[config.mk]
export PLATFORM = sky130hd
export DESIGN_NAME = alarm_zone_loop_supervisor
export DESIGN_NICKNAME = d
export VERILOG_FILES = /design/src/hw/rtl/azls_pkg.sv /design/src/hw/rtl/azls_zone_eval.sv /design/src/hw/rtl/alarm_zone_loop_supervisor.sv
export SDC_FILE = /design/constraint.sdc
export NUM_CORES = 1
export LEC_CHECK = 0
export BUFFER_PORTS_ARGS = -buffer_cell sky130_fd_sc_hd__buf_2
export CORE_MARGIN = 2
export CORE_UTILIZATION = 60
export DETAILED_ROUTE_END_ITERATION = 8
export GPL_ROUTABILITY_DRIVEN = 1
export MAX_ROUTING_LAYER = met4
export PLACE_DENSITY = 0.81
export REMOVE_ABC_BUFFERS = 1
export SLEW_MARGIN = 15
export SYNTH_ARGS = -nofsm -noshare
export SYNTH_HDL_FRONTEND = slang
export SYNTH_SLANG_ARGS = --single-unit
[constraint.sdc]
create_clock -name clk_i -period 6.05 [get_ports clk_i]
set_clock_uncertainty 0.2 [all_clocks]
set_input_delay 0 -clock clk_i [delete_from_list [all_inputs] [get_ports clk_i]]
set_output_delay 0 -clock clk_i [all_outputs]
set_load 0.02 [all_outputs]
[src/hw/rtl/azls_pkg.sv]
package azls_pkg;

  localparam int SampleW   = 10;
  localparam int BounceW   = 16;
  localparam int ZoneIdxW  = 4;
  localparam int AreaOutW  = 4;
  localparam int CfgIdxW   = 3;
  localparam int CfgDataW  = 64;
  localparam int MaskW     = 16;
  // area a owns bits a*ZoneStride +: zones of the membership word
  localparam int ZoneStride = 16;

  localparam int DefZones = 16;
  localparam int DefAreas = 4;

  localparam logic [BounceW-1:0] BounceReloadRst = BounceW'(1);

  typedef enum logic [1:0] {
    EvNothing = 2'd0,
    EvNormal  = 2'd1,
    EvTrigger = 2'd2,
    EvTamper  = 2'd3
  } zone_event_e;

  typedef enum logic [CfgIdxW-1:0] {
    CfgNormalLevel  = 3'd0,
    CfgTriggerLevel = 3'd1,
    CfgTolerance    = 3'd2,
    CfgBounceReload = 3'd3,
    CfgOpenMask     = 3'd4,
    CfgSkipMask     = 3'd5,
    CfgAreaMap      = 3'd6
  } cfg_reg_e;

  // control from the evaluation logic to the state holder
  typedef struct packed {
    zone_event_e        ev;
    logic               cnt_we;
    logic [BounceW-1:0] cnt_d;
  } azls_ctl_t;

  // one result item
  typedef struct packed {
    zone_event_e         ev;
    logic [ZoneIdxW-1:0] zone;
    logic [SampleW-1:0]  reading;
    logic [AreaOutW-1:0] area_trig;
    logic [AreaOutW-1:0] area_tamp;
  } azls_res_t;

endpackage

[src/hw/rtl/azls_zone_eval.sv]
module azls_zone_eval #(
  parameter int ZONES = azls_pkg::DefZones,
  parameter int AREAS = azls_pkg::DefAreas
) (
  input  logic                              active_i,
  input  logic [ZONES-1:0]                  zone_bit_i,
  input  logic                              open_i,
  input  logic [azls_pkg::SampleW-1:0]      sample_i,
  input  logic [azls_pkg::SampleW-1:0]      normal_level_i,
  input  logic [azls_pkg::SampleW-1:0]      trigger_level_i,
  input  logic [azls_pkg::SampleW-1:0]      tolerance_i,
  input  logic [azls_pkg::BounceW-1:0]      bounce_reload_i,
  input  logic [azls_pkg::BounceW-1:0]      cnt_i,
  input  logic [AREAS-1:0][ZONES-1:0]       area_map_i,
  input  logic [ZONES-1:0]                  zone_trig_i,
  input  logic [ZONES-1:0]                  zone_tamp_i,
  input  logic [AREAS-1:0]                  area_trig_i,
  input  logic [AREAS-1:0]                  area_tamp_i,
  output logic [ZONES-1:0]                  zone_trig_o,
  output logic [ZONES-1:0]                  zone_tamp_o,
  output logic [AREAS-1:0]                  area_trig_o,
  output logic [AREAS-1:0]                  area_tamp_o,
  output azls_pkg::azls_ctl_t               ctl_o
);

  localparam int SW = azls_pkg::SampleW;
  localparam int BW = azls_pkg::BounceW;

  function automatic logic in_win(logic [SW-1:0] v, logic [SW-1:0] c, logic [SW-1:0] t);
    logic [SW-1:0] lo;
    logic [SW:0]   sum;
    logic [SW-1:0] hi;
    lo  = (c > t) ? (c - t) : '0;
    sum = {1'b0, c} + {1'b0, t};
    hi  = sum[SW] ? '1 : sum[SW-1:0];
    return (v >= lo) && (v <= hi);
  endfunction

  azls_pkg::zone_event_e cur, prev;
  logic [AREAS-1:0] member, clr_trig, clr_tamp;

  always_comb begin
    if (in_win(sample_i, normal_level_i, tolerance_i)) begin
      cur = open_i ? azls_pkg::EvTrigger : azls_pkg::EvNormal;
    end else if (in_win(sample_i, trigger_level_i, tolerance_i)) begin
      cur = open_i ? azls_pkg::EvNormal : azls_pkg::EvTrigger;
    end else begin
      cur = azls_pkg::EvTamper;
    end

    if (|(zone_tamp_i & zone_bit_i)) begin
      prev = azls_pkg::EvTamper;
    end else if (|(zone_trig_i & zone_bit_i)) begin
      prev = azls_pkg::EvTrigger;
    end else begin
      prev = azls_pkg::EvNormal;
    end
  end

  // an area flag may drop only if no other member zone still holds it
  always_comb begin
    for (int a = 0; a < AREAS; a++) begin
      member[a]   = |(area_map_i[a] & zone_bit_i);
      clr_trig[a] = member[a] & ~|(area_map_i[a] & zone_trig_i & ~zone_bit_i);
      clr_tamp[a] = member[a] & ~|(area_map_i[a] & zone_tamp_i & ~zone_bit_i);
    end
  end

  always_comb begin
    zone_trig_o  = zone_trig_i;
    zone_tamp_o  = zone_tamp_i;
    area_trig_o  = area_trig_i;
    area_tamp_o  = area_tamp_i;
    ctl_o.ev     = azls_pkg::EvNothing;
    ctl_o.cnt_we = 1'b0;
    ctl_o.cnt_d  = '0;

    if (!active_i) begin
      ctl_o.ev = azls_pkg::EvNothing;
    end else if ((prev == cur) && (cnt_i == '0)) begin
      ctl_o.ev = azls_pkg::EvNothing;
    end else if (cur == azls_pkg::EvTamper) begin
      zone_tamp_o  = zone_tamp_i | zone_bit_i;
      area_tamp_o  = area_tamp_i | member;
      ctl_o.cnt_we = 1'b1;
      ctl_o.ev     = azls_pkg::EvTamper;
    end else if (prev == azls_pkg::EvTamper) begin
      // back from tamper: area triggered flags are left alone
      zone_tamp_o  = zone_tamp_i & ~zone_bit_i;
      zone_trig_o  = zone_trig_i & ~zone_bit_i;
      area_tamp_o  = area_tamp_i & ~clr_tamp;
      ctl_o.cnt_we = 1'b1;
      ctl_o.ev     = azls_pkg::EvNormal;
    end else if (cnt_i > BW'(1)) begin
      ctl_o.cnt_we = 1'b1;
      ctl_o.cnt_d  = (cur == azls_pkg::EvTrigger) ? '0 : (cnt_i - BW'(1));
    end else if (cnt_i == BW'(1)) begin
      ctl_o.cnt_we = 1'b1;
      if (cur != azls_pkg::EvTrigger) begin
        zone_trig_o = zone_trig_i & ~zone_bit_i;
        zone_tamp_o = zone_tamp_i & ~zone_bit_i;
        area_trig_o = area_trig_i & ~clr_trig;
        ctl_o.ev    = azls_pkg::EvNormal;
      end
    end else if (cur == azls_pkg::EvNormal) begin
      // first return to normal starts the countdown
      ctl_o.cnt_we = 1'b1;
      ctl_o.cnt_d  = (bounce_reload_i == '0) ? BW'(1) : bounce_reload_i;
    end else begin
      zone_trig_o  = zone_trig_i | zone_bit_i;
      area_trig_o  = area_trig_i | member;
      ctl_o.cnt_we = 1'b1;
      ctl_o.ev     = azls_pkg::EvTrigger;
    end
  end

endmodule

[src/hw/rtl/alarm_zone_loop_supervisor.sv]
// Channel | Direction | Handshake                  | Payload
// in      | input     | in_valid_i / in_stall_o    | zone_index_i, sample_i
// out     | output    | out_valid_o / out_stall_i  | zone_event_o, event_zone_o, reading_o,
//         |           |                            | areas_triggered_o, areas_tampered_o
// cfg     | input     | cfg_we_i                   | cfg_addr_i, cfg_data_i
//
// One item per cycle while in_stall_o is low; a transfer lands in the output register at
// its accepting edge when that register is empty or draining, otherwise in the skid entry
// until the output drains. Classification, debounce and area updates are one combinational
// pass from the input ports into the zone state and the result register.
// A two-entry output buffer (result register plus skid) lets input be taken while a
// result waits; in_stall_o rises only when both entries are full.
// rst_ni clears all flags and countdowns and loads the register reset values.
module alarm_zone_loop_supervisor #(
  parameter int ZONES = azls_pkg::DefZones,
  parameter int AREAS = azls_pkg::DefAreas
) (
  input  logic                                clk_i,
  input  logic                                rst_ni,
  input  logic                                cfg_we_i,
  input  logic [azls_pkg::CfgIdxW-1:0]        cfg_addr_i,
  input  logic [azls_pkg::CfgDataW-1:0]       cfg_data_i,
  input  logic                                in_valid_i,
  output logic                                in_stall_o,
  input  logic [azls_pkg::ZoneIdxW-1:0]       zone_index_i,
  input  logic [azls_pkg::SampleW-1:0]        sample_i,
  output logic                                out_valid_o,
  input  logic                                out_stall_i,
  output logic [1:0]                          zone_event_o,
  output logic [azls_pkg::ZoneIdxW-1:0]       event_zone_o,
  output logic [azls_pkg::SampleW-1:0]        reading_o,
  output logic [azls_pkg::AreaOutW-1:0]       areas_triggered_o,
  output logic [azls_pkg::AreaOutW-1:0]       areas_tampered_o
);

  localparam int SW = azls_pkg::SampleW;
  localparam int BW = azls_pkg::BounceW;
  localparam int ZW = (ZONES > 1) ? $clog2(ZONES) : 1;

  // configuration
  logic [SW-1:0]            normal_level_q, trigger_level_q, tolerance_q;
  logic [BW-1:0]            bounce_reload_q;
  logic [ZONES-1:0]         open_mask_q, skip_mask_q;
  logic [AREAS-1:0][ZONES-1:0] area_map_q;

  always_ff @(posedge clk_i or negedge rst_ni) begin
    if (!rst_ni) begin
      normal_level_q  <= '0;
      trigger_level_q <= '0;
      tolerance_q     <= '0;
      bounce_reload_q <= azls_pkg::BounceReloadRst;
      open_mask_q     <= '0;
      skip_mask_q     <= '0;
      area_map_q      <= '0;
    end else if (cfg_we_i) begin
      case (azls_pkg::cfg_reg_e'(cfg_addr_i))
        azls_pkg::CfgNormalLevel:  normal_level_q  <= cfg_data_i[SW-1:0];
        azls_pkg::CfgTriggerLevel: trigger_level_q <= cfg_data_i[SW-1:0];
        azls_pkg::CfgTolerance:    tolerance_q     <= cfg_data_i[SW-1:0];
        azls_pkg::CfgBounceReload: bounce_reload_q <= cfg_data_i[BW-1:0];
        azls_pkg::CfgOpenMask:     open_mask_q     <= cfg_data_i[ZONES-1:0];
        azls_pkg::CfgSkipMask:     skip_mask_q     <= cfg_data_i[ZONES-1:0];
        azls_pkg::CfgAreaMap: begin
          for (int a = 0; a < AREAS; a++) begin
            area_map_q[a] <= cfg_data_i[a*azls_pkg::ZoneStride +: ZONES];
          end
        end
        default: ;
      endcase
    end
  end

  // zone state
  logic [ZONES-1:0] zone_trig_q, zone_tamp_q, zone_trig_d, zone_tamp_d;
  logic [AREAS-1:0] area_trig_q, area_tamp_q, area_trig_d, area_tamp_d;
  logic [BW-1:0]    bounce_q [ZONES];

  logic             accept, pop, in_range, active;
  logic [ZW-1:0]    zi;
  logic [ZONES-1:0] zone_bit;
  azls_pkg::azls_ctl_t ctl;

  assign accept   = in_valid_i && !in_stall_o;
  assign zi       = zone_index_i[ZW-1:0];
  assign in_range = ({1'b0, zone_index_i} < (azls_pkg::ZoneIdxW + 1)'(ZONES));
  assign active   = in_range && !skip_mask_q[zi];

  always_comb begin
    zone_bit     = '0;
    zone_bit[zi] = in_range;
  end

  azls_zone_eval #(
    .ZONES(ZONES),
    .AREAS(AREAS)
  ) u_eval (
    .active_i       (active),
    .zone_bit_i     (zone_bit),
    .open_i         (open_mask_q[zi]),
    .sample_i       (sample_i),
    .normal_level_i (normal_level_q),
    .trigger_level_i(trigger_level_q),
    .tolerance_i    (tolerance_q),
    .bounce_reload_i(bounce_reload_q),
    .cnt_i          (bounce_q[zi]),
    .area_map_i     (area_map_q),
    .zone_trig_i    (zone_trig_q),
    .zone_tamp_i    (zone_tamp_q),
    .area_trig_i    (area_trig_q),
    .area_tamp_i    (area_tamp_q),
    .zone_trig_o    (zone_trig_d),
    .zone_tamp_o    (zone_tamp_d),
    .area_trig_o    (area_trig_d),
    .area_tamp_o    (area_tamp_d),
    .ctl_o          (ctl)
  );

  always_ff @(posedge clk_i or negedge rst_ni) begin
    if (!rst_ni) begin
      zone_trig_q <= '0;
      zone_tamp_q <= '0;
      area_trig_q <= '0;
      area_tamp_q <= '0;
      for (int i = 0; i < ZONES; i++) begin
        bounce_q[i] <= '0;
      end
    end else if (accept) begin
      zone_trig_q <= zone_trig_d;
      zone_tamp_q <= zone_tamp_d;
      area_trig_q <= area_trig_d;
      area_tamp_q <= area_tamp_d;
      if (active && ctl.cnt_we) begin
        bounce_q[zi] <= ctl.cnt_d;
      end
    end
  end

  // output buffer: result register plus skid entry
  azls_pkg::azls_res_t res_new, out_q, skid_q;
  logic out_valid_q, skid_valid_q;

  assign res_new.ev        = ctl.ev;
  assign res_new.zone      = zone_index_i;
  assign res_new.reading   = sample_i;
  assign res_new.area_trig = azls_pkg::AreaOutW'(area_trig_d);
  assign res_new.area_tamp = azls_pkg::AreaOutW'(area_tamp_d);

  assign pop        = out_valid_q && !out_stall_i;
  assign in_stall_o = skid_valid_q;

  always_ff @(posedge clk_i or negedge rst_ni) begin
    if (!rst_ni) begin
      out_valid_q  <= 1'b0;
      skid_valid_q <= 1'b0;
    end else begin
      if (!out_valid_q || pop) begin
        out_valid_q  <= skid_valid_q || accept;
        skid_valid_q <= 1'b0;
      end else if (accept) begin
        skid_valid_q <= 1'b1;
      end
    end
  end

  always_ff @(posedge clk_i) begin
    if (!out_valid_q || pop) begin
      out_q <= skid_valid_q ? skid_q : res_new;
    end else if (accept) begin
      skid_q <= res_new;
    end
  end

  assign out_valid_o       = out_valid_q;
  assign zone_event_o      = out_q.ev;
  assign event_zone_o      = out_q.zone;
  assign reading_o         = out_q.reading;
  assign areas_triggered_o = out_q.area_trig;
  assign areas_tampered_o  = out_q.area_tamp;

  // skid entry is only ever filled behind a full result register
  a_skid_behind_out: assert property (@(posedge clk_i) disable iff (!rst_ni)
    skid_valid_q |-> out_valid_q)
    else $error("skid entry valid with empty result register");

  // a transfer into an empty buffer shows up at the output next cycle
  a_direct_result: assert property (@(posedge clk_i) disable iff (!rst_ni)
    (accept && !out_valid_q) |=> (out_valid_o && (event_zone_o == $past(zone_index_i))
                                  && (reading_o == $past(sample_i))))
    else $error("accepted item missing from result register");

  // a skipped zone leaves every flag untouched and reports nothing
  a_skip_no_change: assert property (@(posedge clk_i) disable iff (!rst_ni)
    (accept && !active) |=> ((zone_trig_q == $past(zone_trig_q))
                             && (zone_tamp_q == $past(zone_tamp_q))
                             && (area_trig_q == $past(area_trig_q))
                             && (area_tamp_q == $past(area_tamp_q))))
    else $error("skipped zone changed supervisor state");

  a_skip_nothing: assert property (@(posedge clk_i) disable iff (!rst_ni)
    !active |-> (ctl.ev == azls_pkg::EvNothing) && !ctl.cnt_we)
    else $error("event raised for skipped zone");

endmodule

==> impl_results.md <==
- Number of iterations in the first detailed-routing pass: 7
- Maximum fanout along the worst path: 9
- Status: finished, final reports clean
- Clock Tree Buf Depth: 3
- Total Nets Final: between 2k and 3k
- Worst VDD drop: 0.000368 V
- Mapped Area: about 26000 um^2
- Hold Path End: out_valid_o
- RSZ-0062 raised after global routing: yes
- Power per cell area: between 400 and 500 nW/um^2
- Hold Path Depth: 4
- Htree depth: 2
- Layout cells sized above 1: 0.224
- Worst-Skew Late Latency: 640 ps
- Overflow after GRT: 0
- Post-Syn Area per Cell: between 10 and 15 um^2
- DRT Wirelength: 89.3 mm
- Final Hold Vio Count: 0
- Largest net degree at the start of global routing: between 150 and 200
- Period utilization: 0.975
- Slew margin rel.: 0.201
- Critical path class: register to register
- Yosys warning total: 0
- Number of core rows: 76
- Total CTS buffers: 49
- Routed Antenna Nets: 0
- Most frequent cells in the layout: 438 x dfrtp_1, 302 x nand2_1, 224 x o21ai_0, 178 x mux2_2, 144 x dlygate4sd3_1
- Worst-path clk slew: roughly 60 ps
- Dpl hpwl: ~58 mm
- Max Freq: 169 MHz
- WP data required: 6380 ps
- WL per Instance: around 27 um
- CTS tree: done
- R2r setup slk: between 100 and 150 ps
- Core box area: 43000 um^2
- Die X-Extent: ~210 um
- CP Capture Type: register
- Via Count: 22.1k
- HP Start: in_valid_i
- Synth Flop Type: dfrtp_1
- Post-synthesis sequential area ratio: 0.478
- DR iter-0 viols: 2993
- Smallest hold slack: 54.2 ps
- Post-Synthesis Cells: around 2.4k
- Worst path arrival time: roughly 6200 ps
- Antenna violations before repair: 1
- Maxcap violations: 0
- Startpoint Class: register
- Setup WS post-layout: roughly 150 ps
- Starting Density: 0.606
- Shortest period the worst path allows: 5900 ps
- RR Startpoint: tolerance_q[2]
- Number of port buffers: between 100 and 150
- Ys async rst share: 0.902
- Die height: around 210 um
- Cells on worst reg2reg path: 23
- Number of remaining DRC errors: 0
- Commonest non-fill, non-tap cell in the layout: dfrtp_1
- Worst Hold Class: primary input to register
- Boundary pin count: roughly 110
- First-pass GRT wire length: between 100 and 150 mm
- Count of pins over their slew limit: 0
- # setup viols final: 0
- Gr usage total: 0.410
- Gpl congestion: just over 1
- Dpl ws: -259 ps
- Static leakage: 13.2 nW
- Clock sink count: 488
- Worst r2r dst: bounce_q[160]
- Number of filler cells placed in the layout: 2926
- Worst Tran Pin Value: around 1200 ps
- Root Buffer: clkbuf_16
- Synth-to-Final Area Change: 18.0%
- Vias in the first global route: roughly 22k
- Vias per cell: 6.78
- Seq cells post-synth: about 490
- Die footprint: 45100 um^2
- Number of synthesized flops with an enable pin: 48
- Post-synth cell types: 98
-- cells by family (layout without fill, tap and decap cells) --
kind of cell               Yosys count  count (layout)  synth area share
DFF                                488             488             0.478
muxes                              272             272             0.152
AOI/OAI and AO/OA                  588             588             0.142
and+or+nand+nor                    697             697             0.136
other                                0               1                 0
buffers and inverters              215             502            0.0384
xor gates and xnor gates            34              34            0.0114
adders and majority gates           86              86            0.0425
-- worst max-delay path by stage --
stage	start	endpoint	slack (ps)	cells after the start
after floorplan	normal_level_q[0]	register	-30	23
after global placement	trigger_level_q[0]	register	-150	24
after detailed placement	tolerance_q[1]	register	-260	23
after CTS	tolerance_q[1]	bounce_q[169]	10	24
after global routing	tolerance_q[2]	bounce_q[98]	-110	25
final	tolerance_q[2]	bounce_q[160]	150	23
-- cells in the mapped netlist (8+ instances only) --
library cell | number | share of area
nand3_1 | 95 | 0.018
clkbuf_1 | 76 | 0.011
nor4_1 | 9 | 0.0022
mux4_2 | 58 | 0.050
a31oi_1 | 9 | 0.0022
a22o_1 | 26 | 0.0087
mux2i_1 | 18 | 0.0069
or3_1 | 8 | 0.0019
buf_2 | 51 | 0.0098
or2_2 | 10 | 0.0024
buf_6 | 11 | 0.0048
a22oi_1 | 39 | 0.011
xor2_1 | 12 | 0.0040
o31ai_1 | 24 | 0.0069
xnor2_1 | 22 | 0.0074
nand2_1 | 308 | 0.044
a21oi_1 | 51 | 0.0098
nor2b_1 | 15 | 0.0036
nand4b_1 | 8 | 0.0027
ha_1 | 82 | 0.039
a221oi_1 | 18 | 0.0061
nor3_1 | 31 | 0.0060
o21ai_1 | 80 | 0.015
and2_1 | 26 | 0.0062
a21o_1 | 16 | 0.0046
and3_1 | 12 | 0.0029
edfxtp_1 | 48 | 0.055
o2bb2ai_1 | 10 | 0.0034
mux2_2 | 178 | 0.077
dfrtp_1 | 439 | 0.42
nand4_1 | 45 | 0.011
o21bai_1 | 8 | 0.0023
nand3b_1 | 8 | 0.0023
o21ai_0 | 243 | 0.047
mux4_1 | 18 | 0.018
inv_1 | 62 | 0.0089
nor2_1 | 54 | 0.0078
nand2b_1 | 11 | 0.0026
-- timing repair --
item | in CTS | in global routing
gates resized for setup | 5 | 62
pin swaps | 1 | 7
buffers inserted | 2 | 6
hold buffers | 144 | 1
cloned | 0 | 1
endpoints found under the hold margin | 271 | 2
setup endpoints to repair | 194 | 299
-- critical path, stage by stage (launching register included) --
cell	delay (ps)
dfrtp_1	390
inv_1	100
ha_2	420
o21bai_1	90
a21oi_1	230
o21bai_1	90
a21oi_1	250
o21bai_1	150
a21oi_2	220
o21bai_1	130
a21o_2	250
buf_4	150
a21oi_1	180
ha_1	290
nand4_1	130
a21oi_1	70
a2111oi_2	360
buf_4	190
o32ai_2	90
nor4_1	640
o31ai_1	180
o21ai_1	260
or2_2	370
mux2_2	380
-- layout make-up --
cell class / count / area, um^2 / share of cell area
multi-input cells: 1677 / 12800 / 0.416
flip-flops and latches: 488 / 12500 / 0.405
repair buffers: 349 / 2860 / 0.0930
clock buffers: 70 / 1340 / 0.0436
well taps: 585 / 732 / 0.0238
clock inverters: 20 / 319 / 0.0104
inverters: 63 / 236 / 0.00770
diodes: 1 / 2.50 / 0.0000814
-- metal layers --
layer | up-vias | GRT usage | routed length [um]
li1 | 9309 | - | -
met3 | 411 | 0.0860 | 9250
met5 | - | - | 0
met4 | 0 | 0.214 | 5290
met1 | 10839 | 0.530 | 33900
met2 | 1492 | 0.615 | 40900
-- state kept, by name, indices dropped and copies added, names as in the netlist, 2 cells and up, named ones only --
signal             count
areas_tampered_o       4
open_mask_q           16
area_trig_q            4
zone_event_o           2
area_tamp_q            4
skip_mask_q           16
reading_o             10
skid_q                24
areas_triggered_o      4
normal_level_q        10
trigger_level_q       10
event_zone_o           4
bounce_reload_q       16
bounce_q             256
area_map_q            64
tolerance_q           10
-- power by group --
| group | leakage (nW) | total [mW] | switching [mW] | internal (mW) |
|---|---|---|---|---|
| logic | 6.23 | 6.19 | 3.89 | 2.30 |
| registers | 6.22 | 4.89 | 0.753 | 4.13 |
| clock network | 0.803 | 3.20 | 1.38 | 1.82 |
| total | 13.2 | 14.3 | 6.02 | 8.25 |
-- stage by stage --
stage	cell area (um^2)	util	cells	setup TNS, ps	power, mW
3_3_place_gp	27300	0.636	3008	-6280	10.2
3_5_place_dp	27300	0.636	3008	-15960	10.4
5_1_grt	30700	0.715	3253	-9790	14.9
6_report	30700	0.715	3253	0	14.3
4_1_cts	30500	0.709	3244	0	13.7
2_1_floorplan	25300	-	2228	-40.8	8.15
Note: power is estimated with default switching activity, not from simulation.
